--- config.mk ---
export PLATFORM = sky130hd
export DESIGN_NAME = compacting_key_value_table_unit
export DESIGN_NICKNAME = d
export VERILOG_FILES = /design/src/rtl/ckvt_pkg.sv /design/src/rtl/compacting_key_value_table_unit.sv
export SDC_FILE = /design/constraint.sdc
export NUM_CORES = 2
export LEC_CHECK = 0
export ABC_AREA = 0
export BUFFER_PORTS_ARGS = -buffer_cell sky130_fd_sc_hd__clkbuf_2
export CAP_MARGIN = 20
export CELL_PAD_IN_SITES_DETAIL_PLACEMENT = 0
export CELL_PAD_IN_SITES_GLOBAL_PLACEMENT = 1
export CORE_ASPECT_RATIO = 1.75
export CORE_MARGIN = 3
export CORE_UTILIZATION = 45
export DETAILED_ROUTE_END_ITERATION = 12
export PLACE_DENSITY_LB_ADDON = 0.1
export RECOVER_POWER = 100
export SETUP_SLACK_MARGIN = 0.02
export SYNTH_ARGS = -nofsm -noshare
export SYNTH_HDL_FRONTEND = slang
export SYNTH_SLANG_ARGS = --single-unit
--- constraint.sdc ---
create_clock -name clk -period 17.5 [get_ports clk]
set_input_delay 3.5 -clock clk [delete_from_list [all_inputs] [get_ports clk]]
set_output_delay 3.5 -clock clk [all_outputs]
set_load 0.01 [all_outputs]
--- src/rtl/ckvt_pkg.sv ---
`timescale 1ns / 1ps
`default_nettype none
// ----------------------------------------------------------------------------
// ckvt_pkg - shared definitions for the compacting key/value table
// Store geometry, port widths and the operation and status codes.
// ----------------------------------------------------------------------------
package ckvt_pkg;

    // Store geometry
    localparam int DEPTH       = 32;
    localparam int KEY_WIDTH   = 64;
    localparam int VALUE_WIDTH = 64;

    // Internal widths derived from the geometry
    localparam int IDX_W = $clog2(DEPTH);
    localparam int CNT_W = $clog2(DEPTH + 1);

    // Fixed port widths
    localparam int OP_W       = 2;
    localparam int KEY_PORT_W = 64;
    localparam int VAL_PORT_W = 64;
    localparam int STATUS_W   = 2;
    localparam int INDEX_W    = 5;
    localparam int COUNT_W    = 6;
    localparam int CAP_W      = 6;

    localparam logic [CAP_W-1:0] CAPACITY_RESET = CAP_W'(32);

    typedef enum logic [OP_W-1:0] {
        OP_INSERT = 2'd0,
        OP_REMOVE = 2'd1,
        OP_LOOKUP = 2'd2,
        OP_NOP    = 2'd3
    } op_t;

    typedef enum logic [STATUS_W-1:0] {
        ST_OK      = 2'd0,
        ST_DUP     = 2'd1,
        ST_FULL    = 2'd2,
        ST_MISSING = 2'd3
    } status_t;

endpackage
`default_nettype wire

--- src/rtl/compacting_key_value_table_unit.sv ---
`timescale 1ns / 1ps
`default_nettype none
// ----------------------------------------------------------------------------
// compacting_key_value_table_unit - packed key/value table with linear search
// Insert appends a pair, remove deletes one and closes the gap, lookup
// returns the position and value of a key. One result per transfer.
// ----------------------------------------------------------------------------
//
//  Channel  | Handshake               | Payload
//  ---------+-------------------------+-----------------------------------------
//  input    | in_valid / in_ready     | opcode, lookup_key, new_value
//  output   | out_valid / out_ready   | status, entry_index, found_value,
//           |                         | entry_count
//  config   | cfg_wr_en (no wait)     | cfg_wr_data (capacity)
//
//  The search reads and compares each entry in turn until the key matches or
//  the entries run out; a remove then reads each later entry and writes it one
//  place lower, and a lookup then reads the value of the matching entry.
//  Reset clears the fill count and sets capacity to 32; the stores stay as is.
//  in_ready is high only while idle. The next item is taken while a result
//  waits in the output register, and stalls at its end until that frees up.
// ----------------------------------------------------------------------------
module compacting_key_value_table_unit (
    input  wire logic                              clk,
    input  wire logic                              rst_n,

    input  wire logic                              in_valid,
    output      logic                              in_ready,
    input  wire logic [ckvt_pkg::OP_W-1:0]         opcode,
    input  wire logic [ckvt_pkg::KEY_PORT_W-1:0]   lookup_key,
    input  wire logic [ckvt_pkg::VAL_PORT_W-1:0]   new_value,

    output      logic                              out_valid,
    input  wire logic                              out_ready,
    output      logic [ckvt_pkg::STATUS_W-1:0]     status,
    output      logic [ckvt_pkg::INDEX_W-1:0]      entry_index,
    output      logic [ckvt_pkg::VAL_PORT_W-1:0]   found_value,
    output      logic [ckvt_pkg::COUNT_W-1:0]      entry_count,

    input  wire logic                              cfg_wr_en,
    input  wire logic [ckvt_pkg::CAP_W-1:0]        cfg_wr_data
);

    localparam int IDX_W = ckvt_pkg::IDX_W;
    localparam int CNT_W = ckvt_pkg::CNT_W;
    localparam int KW    = ckvt_pkg::KEY_WIDTH;
    localparam int VW    = ckvt_pkg::VALUE_WIDTH;

    typedef enum logic [2:0] {
        S_IDLE,
        S_SRCH_RD,
        S_SRCH_CMP,
        S_VAL_RD,
        S_VAL_CAP,
        S_SHIFT_RD,
        S_SHIFT_WR,
        S_DONE
    } state_t;

    // Key and value stores: one write and one registered read per cycle
    logic [KW-1:0] key_mem   [ckvt_pkg::DEPTH];
    logic [VW-1:0] value_mem [ckvt_pkg::DEPTH];

    logic [KW-1:0] rd_key_reg;
    logic [VW-1:0] rd_val_reg;

    logic             wr_en;
    logic [IDX_W-1:0] wr_addr;
    logic [KW-1:0]    wr_key;
    logic [VW-1:0]    wr_val;
    logic [IDX_W-1:0] rd_addr;

    // Sequencer and working registers
    state_t                 state_reg,      state_next;
    ckvt_pkg::op_t          op_reg,         op_next;
    logic [KW-1:0]          key_reg,        key_next;
    logic [VW-1:0]          val_reg,        val_next;
    logic [CNT_W-1:0]       ptr_reg,        ptr_next;
    logic [CNT_W-1:0]       fill_count_reg, fill_count_next;
    logic [ckvt_pkg::CAP_W-1:0] capacity_reg, capacity_next;

    // Result being built
    ckvt_pkg::status_t      res_status_reg, res_status_next;
    logic [IDX_W-1:0]       res_idx_reg,    res_idx_next;
    logic [VW-1:0]          res_found_reg,  res_found_next;

    // Output register
    logic                   out_valid_reg,  out_valid_next;
    ckvt_pkg::status_t      out_status_reg, out_status_next;
    logic [IDX_W-1:0]       out_idx_reg,    out_idx_next;
    logic [VW-1:0]          out_found_reg,  out_found_next;
    logic [CNT_W-1:0]       out_count_reg,  out_count_next;

    logic [CNT_W-1:0]       capacity_limit;
    ckvt_pkg::op_t          in_op;

    // Clamp capacity to the store depth
    always_comb
    begin
        if (int'(capacity_reg) >= ckvt_pkg::DEPTH)
        begin
            capacity_limit = CNT_W'(ckvt_pkg::DEPTH);
        end
        else
        begin
            capacity_limit = CNT_W'(capacity_reg);
        end
    end

    assign in_op   = ckvt_pkg::op_t'(opcode);
    assign rd_addr = IDX_W'(ptr_reg);

    // Sequencer next-state logic
    always_comb
    begin
        state_next      = state_reg;
        op_next         = op_reg;
        key_next        = key_reg;
        val_next        = val_reg;
        ptr_next        = ptr_reg;
        fill_count_next = fill_count_reg;
        capacity_next   = capacity_reg;
        res_status_next = res_status_reg;
        res_idx_next    = res_idx_reg;
        res_found_next  = res_found_reg;
        out_valid_next  = out_valid_reg;
        out_status_next = out_status_reg;
        out_idx_next    = out_idx_reg;
        out_found_next  = out_found_reg;
        out_count_next  = out_count_reg;

        wr_en   = 1'b0;
        wr_addr = IDX_W'(ptr_reg);
        wr_key  = key_reg;
        wr_val  = val_reg;

        if (cfg_wr_en)
        begin
            capacity_next = cfg_wr_data;
        end

        // Drop the result once it has been transferred
        if (out_valid_reg && out_ready)
        begin
            out_valid_next = 1'b0;
        end

        unique case (state_reg)
            S_IDLE:
            begin
                if (in_valid)
                begin
                    op_next         = in_op;
                    key_next        = lookup_key[KW-1:0];
                    val_next        = new_value[VW-1:0];
                    ptr_next        = '0;
                    res_status_next = ckvt_pkg::ST_OK;
                    res_idx_next    = '0;
                    res_found_next  = '0;
                    if (in_op == ckvt_pkg::OP_NOP)
                    begin
                        state_next = S_DONE;
                    end
                    else if (in_op == ckvt_pkg::OP_INSERT && fill_count_reg >= capacity_limit)
                    begin
                        res_status_next = ckvt_pkg::ST_FULL;
                        state_next      = S_DONE;
                    end
                    else
                    begin
                        state_next = S_SRCH_RD;
                    end
                end
            end

            S_SRCH_RD:
            begin
                if (ptr_reg >= fill_count_reg)
                begin
                    // Key absent: append on insert, else report it missing
                    if (op_reg == ckvt_pkg::OP_INSERT)
                    begin
                        wr_en           = 1'b1;
                        wr_addr         = IDX_W'(fill_count_reg);
                        res_idx_next    = IDX_W'(fill_count_reg);
                        fill_count_next = fill_count_reg + CNT_W'(1);
                    end
                    else
                    begin
                        res_status_next = ckvt_pkg::ST_MISSING;
                    end
                    state_next = S_DONE;
                end
                else
                begin
                    state_next = S_SRCH_CMP;
                end
            end

            S_SRCH_CMP:
            begin
                if (rd_key_reg == key_reg)
                begin
                    res_idx_next = IDX_W'(ptr_reg);
                    case (op_reg)
                        ckvt_pkg::OP_INSERT:
                        begin
                            res_status_next = ckvt_pkg::ST_DUP;
                            res_idx_next    = '0;
                            state_next      = S_DONE;
                        end
                        ckvt_pkg::OP_REMOVE:
                        begin
                            ptr_next   = ptr_reg + CNT_W'(1);
                            state_next = S_SHIFT_RD;
                        end
                        ckvt_pkg::OP_LOOKUP:
                        begin
                            state_next = S_VAL_RD;
                        end
                        default:
                        begin
                            state_next = S_DONE;
                        end
                    endcase
                end
                else
                begin
                    ptr_next   = ptr_reg + CNT_W'(1);
                    state_next = S_SRCH_RD;
                end
            end

            S_VAL_RD:
            begin
                state_next = S_VAL_CAP;
            end

            S_VAL_CAP:
            begin
                res_found_next = rd_val_reg;
                state_next     = S_DONE;
            end

            S_SHIFT_RD:
            begin
                if (ptr_reg >= fill_count_reg)
                begin
                    fill_count_next = fill_count_reg - CNT_W'(1);
                    state_next      = S_DONE;
                end
                else
                begin
                    state_next = S_SHIFT_WR;
                end
            end

            S_SHIFT_WR:
            begin
                // Move entry ptr down one place
                wr_en      = 1'b1;
                wr_addr    = IDX_W'(ptr_reg - CNT_W'(1));
                wr_key     = rd_key_reg;
                wr_val     = rd_val_reg;
                ptr_next   = ptr_reg + CNT_W'(1);
                state_next = S_SHIFT_RD;
            end

            S_DONE:
            begin
                // Hold until the output register is free
                if (!out_valid_reg || out_ready)
                begin
                    out_valid_next  = 1'b1;
                    out_status_next = res_status_reg;
                    out_idx_next    = res_idx_reg;
                    out_found_next  = res_found_reg;
                    out_count_next  = fill_count_reg;
                    state_next      = S_IDLE;
                end
            end

            default:
            begin
                state_next = S_IDLE;
            end
        endcase
    end

    // State and registered outputs
    always_ff @(posedge clk or negedge rst_n)
    begin
        if (!rst_n)
        begin
            state_reg      <= S_IDLE;
            op_reg         <= ckvt_pkg::OP_NOP;
            key_reg        <= '0;
            val_reg        <= '0;
            ptr_reg        <= '0;
            fill_count_reg <= '0;
            capacity_reg   <= ckvt_pkg::CAPACITY_RESET;
            res_status_reg <= ckvt_pkg::ST_OK;
            res_idx_reg    <= '0;
            res_found_reg  <= '0;
            out_valid_reg  <= 1'b0;
            out_status_reg <= ckvt_pkg::ST_OK;
            out_idx_reg    <= '0;
            out_found_reg  <= '0;
            out_count_reg  <= '0;
        end
        else
        begin
            state_reg      <= state_next;
            op_reg         <= op_next;
            key_reg        <= key_next;
            val_reg        <= val_next;
            ptr_reg        <= ptr_next;
            fill_count_reg <= fill_count_next;
            capacity_reg   <= capacity_next;
            res_status_reg <= res_status_next;
            res_idx_reg    <= res_idx_next;
            res_found_reg  <= res_found_next;
            out_valid_reg  <= out_valid_next;
            out_status_reg <= out_status_next;
            out_idx_reg    <= out_idx_next;
            out_found_reg  <= out_found_next;
            out_count_reg  <= out_count_next;
        end
    end

    // Key and value stores
    always_ff @(posedge clk)
    begin
        if (wr_en)
        begin
            key_mem[wr_addr]   <= wr_key;
            value_mem[wr_addr] <= wr_val;
        end
        rd_key_reg <= key_mem[rd_addr];
        rd_val_reg <= value_mem[rd_addr];
    end

    assign in_ready    = (state_reg == S_IDLE);
    assign out_valid   = out_valid_reg;
    assign status      = out_status_reg;
    assign entry_index = ckvt_pkg::INDEX_W'(out_idx_reg);
    assign found_value = ckvt_pkg::VAL_PORT_W'(out_found_reg);
    assign entry_count = ckvt_pkg::COUNT_W'(out_count_reg);

`ifndef NO_ASSERTIONS
    a_fill_bounded: assert property (@(posedge clk) disable iff (!rst_n)
        int'(fill_count_reg) <= ckvt_pkg::DEPTH)
        else $error("fill count above store depth");

    a_fill_step: assert property (@(posedge clk) disable iff (!rst_n)
        fill_count_reg != $past(fill_count_reg) |->
            (fill_count_reg == $past(fill_count_reg) + CNT_W'(1)) ||
            (fill_count_reg == $past(fill_count_reg) - CNT_W'(1)))
        else $error("fill count moved by more than one");

    a_fail_zero: assert property (@(posedge clk) disable iff (!rst_n)
        out_valid_reg && out_status_reg != ckvt_pkg::ST_OK |->
            out_idx_reg == '0 && out_found_reg == '0)
        else $error("failed operation carries index or value");

    a_no_write_at_accept: assert property (@(posedge clk) disable iff (!rst_n)
        in_valid && in_ready |-> !wr_en)
        else $error("store written while accepting an item");
`endif

endmodule
`default_nettype wire
==> summary.md <==
| Metric | Value |
|---|---|
| Die H | 823 µm |
| GRT overflow | 0 |
| Port Buffers | 219 |
| Synthesis-to-finish area growth | 12.0% |
| Worst reg2reg path startpoint | state_reg[0]$_DFFE_PN0P_ |
| CP arrival | 12.43 ns |
| Post-synthesis mux area share | 0.182 |
| VDD IR-drop max | 0.213 mV |
| CTS tree | built |
| CP peak stage delay | 3.21 ns |
| Unrepaired setup endpoints after global routing | false |
| Combinational share of power | 0.273 |
| Crit Path Class | reg -> reg |
| Die Width | between 400 and 500 µm |
| Simple-Gate Fraction of Synth Area | 0.0257 |
| Yosys top cell area share | 0.716 |
| WL per Instance | 35.1 µm |
| # rows | 299 |
| CP Launch Point | state_reg[0]$_DFFE_PN0P_ |
| First-pass DRT Iterations | 5 |
| GP Congestion | between 0.7 and 0.8 |
| Cts bufs inserted | 412 |
| Syn nets | 7850 |
| Synth top cells by count | 4096 x edfxtp_1, 1280 x mux4_2, 936 x nand2_1 |
| Status | finished, violations left |
| Resized cells post-CTS | 0 |
| Mapped Cells | slightly below 8k |
| Psw | 10.3 mW |
| Fill count | 30.4k |
| Top flop regs | key_mem x2048, value_mem x2048 |
| Highest routed layer | met4 |
| Hold Slack | roughly 0.45 ns |
| Fin nets | 8283 |
| Yosys cell types | 58 |
| Sum of negative setup slack | 0 ns |
| Area leader, netlist | edfxtp_1 |
| Leakage power | 62.0 nW |
| Relative slew slack | -2.23 |
| Final WS setup | 5.51 ns |
| Root Driver | clkbuf_16 |
| Syn_area_per_cell | 22.3 µm² |
| Starting Density | 0.453 |
| Sequential share of power | 0.455 |
| Met2 wire len | 250000 µm |
| Met3 WL | 23200 µm |
| Clock group share of total power | 0.272 |
| H-tree depth | 5 |
| Pins Over Slew Limit | 3673 |
| Final period util | 0.685 |
| DRT met1 WL | ~190000 µm |
| Final WL | 472000 µm |
| Tightest Pin Transition | 4.85 ns |
| Critical-path maximum fanout | 39 |
| Yosys reg bits | around 4.5k |
| Final Critical Period | ~12 ns |
| Drt drc | 0 |
| Num ports | 220 |
| Number of synthesis warnings | 0 |
| Worst skew pair latency | 0.99 ns |
| Highest-delay cell along the critical path | clkbuf_1 |
| Worst Setup Start Kind | register |
| Initial antenna violation count | 15 |
| Post-CTS Setup Bufs | 0 |
| CP cell instances | and2b_1 > nand2_1 > clkbuf_1 > nor2_1 > nor4b_1 > a211oi_1 > nand3b_1 > nor2_1 > clkbuf_1 |
| Sink Count | 4524 |
| Area contributors post-synth | edfxtp_1 72%, mux4_2 17%, dfrtp_1 4.3%, nand2_1 2.0%, dfxtp_1 1.5% |
| Synthesized area | ~170000 µm² |
| Synth Area in Adders | 0.00143 |
| Worst Setup End Kind | register |
| Dpl hpwl | 245000 µm |
| Max Fclk | 0.0834 GHz |
| Int Power | 23.8 mW |
| Drt first-iter violations | 8253 |
| CTS max path bufs | 4 |
| Post-route cell area | ~190000 µm² |
| DR vias/cell | 5.95 |
| Pre-CTS setup slack | 10.46 ns |
| Final setup fails | 0 |
| Final Hold Fails | 0 |
| HP Class | reg -> reg |
| Setup Skew | 0.0571 ns |
| DR vias | 80.1k |
| Count leader, synth | edfxtp_1 |
| Core Area | ~380000 µm² |
| Largest net degree at the start of global routing | approximately 140 |
| Antenna viol nets, final | 0 |
| Worst-path clk slew | around 0.070 ns |
| First-pass GRT wire length | about 670000 µm |
| Die area | 389000 µm² |
| Final Power | ~34 mW |
| Post-Synth XOR/XNOR Area | 0.00362 |
| Synth async-reset ratio | 0.0663 |
| Pwr dens | roughly 180 nW/µm² |
| Critical hold path startpoint | rd_val_reg[57]$_DFF_P_ |
| Largest family of logic cells by synthesized area | multiplexers |
| Post-synthesis compound-gate area fraction | 0.00224 |
| MaxCap Viol Count | 111 |
| WP data required | ~18 ns |
| Total track usage | 0.243 |
| Sw Share | 0.303 |
| CTS Hold Bufs | 0 |
| Post-synth EDFFs | between 4k and 5k |
| Post-synthesis sequential area ratio | 0.775 |
| Vias in the first global route | 84.9k |
| Post-placement cell area | 179000 µm² |
| Share of cells above drive strength 1 | 0.278 |
| Failing checks | capacitance limit, slew limit |
| Synth Flop Type | edfxtp_1 |
## cell families (layout without fill, tap and decap cells)
logic type | after synthesis | after routing
AND/OR/NAND/NOR | 1107 | 1107
XOR/XNOR | 71 | 71
multiplexers | 1498 | 1498
other | 0 | 5
flip-flops | 4524 | 4524
buffers and inverters | 413 | 1199
adder cells (fa/ha/maj) | 19 | 19
AO/OA/AOI/OAI | 58 | 58
## metal layers
metal | track usage | vias to the layer above
met5 | 0 | -
li1 | - | 32500
met2 | 0.430 | 2479
met4 | 0.0556 | 0
met3 | 0.0276 | 577
met1 | 0.323 | 44500
## power groups by stage
stage / Clock (mW) / Sequential, mW / Combinational, mW
after floorplan: 0 / 15.3 / 6.30
after global placement: 0 / 15.7 / 9.28
after detailed placement: 0 / 15.7 / 9.49
after CTS: 9.46 / 15.5 / 9.51
after global routing: 9.88 / 15.6 / 10.0
final: 9.28 / 15.5 / 9.31
## path summary, 6_finish.rpt
kind | slack (ns) | endpoint | cells after the start
max | 5.51 | key_mem[16][30]$_DFFE_PP_ | 9
min | 0.45 | res_found_reg[57]$_DFFE_PN0P_ | 2
max reg2reg | 5.51 | key_mem[16][30]$_DFFE_PP_ | 9
min reg2reg | 0.45 | res_found_reg[57]$_DFFE_PN0P_ | 2
max in group asynchronous | 7.64 | ptr_reg[4]$_DFFE_PN0P_ | 2
min in group asynchronous | 4.24 | found_value[20]$_DFFE_PN0P_ | 1
## per-stage QoR
stage / instances / utilization
6_report: 13400 / 0.507
4_1_cts: 13400 / 0.509
5_1_grt: 13400 / 0.507
3_3_place_gp: 12600 / 0.472
2_1_floorplan: 7690 / -
3_5_place_dp: 12700 / 0.473
## worst max-delay path: cells and delay by family (launching register included)
kind            cells  cell delay, ns
flops               1            0.55
simple gates        6            4.46
buf+inv             2            5.65
compound gates      1            0.71
## final cells by class
type / count / area (µm²) / share of cell area
repair buffers: 418 / 2350 / 0.0122
inverters: 14 / 52.6 / 0.000273
diodes: 5 / 12.5 / 0.0000650
well taps: 4966 / 6210 / 0.0323
flip-flops and latches: 4524 / 133000 / 0.692
clock inverters: 218 / 2360 / 0.0123
clock buffers: 549 / 11400 / 0.0591
multi-input cells: 2753 / 37000 / 0.192
## layout by cell type, fill, tap and decap left out, types with 4 or more instances in the layout
master	netlist	final
nor2_1	44	40
nor4_1	6	6
buf_12	0	19
a211oi_1	1	4
a21oi_1	12	12
o21ai_0	18	19
nand2_1	936	934
dfxtp_1	128	128
inv_6	0	11
nand3b_1	4	4
mux4_2	1280	1280
edfxtp_1	4096	4096
clkinv_4	0	6
dfrtp_4	0	4
clkbuf_16	0	419
dfrtp_1	297	293
clkinvlp_4	0	8
inv_1	14	14
clkbuf_1	243	280
nand4_1	17	17
mux2_1	0	14
xnor2_1	70	70
diode_2	0	5
clkinv_1	0	51
clkbuf_8	0	39
bufinv_16	0	46
buf_4	17	67
nand2b_1	6	6
nor2_4	0	4
nor3_1	4	4
nand3_1	70	70
clkinv_2	0	87
mux2_2	215	201
clkbuf_2	0	138
ha_1	18	18
a21o_1	5	5
clkinv_8	0	5
(Power assumes the default switching activity.)
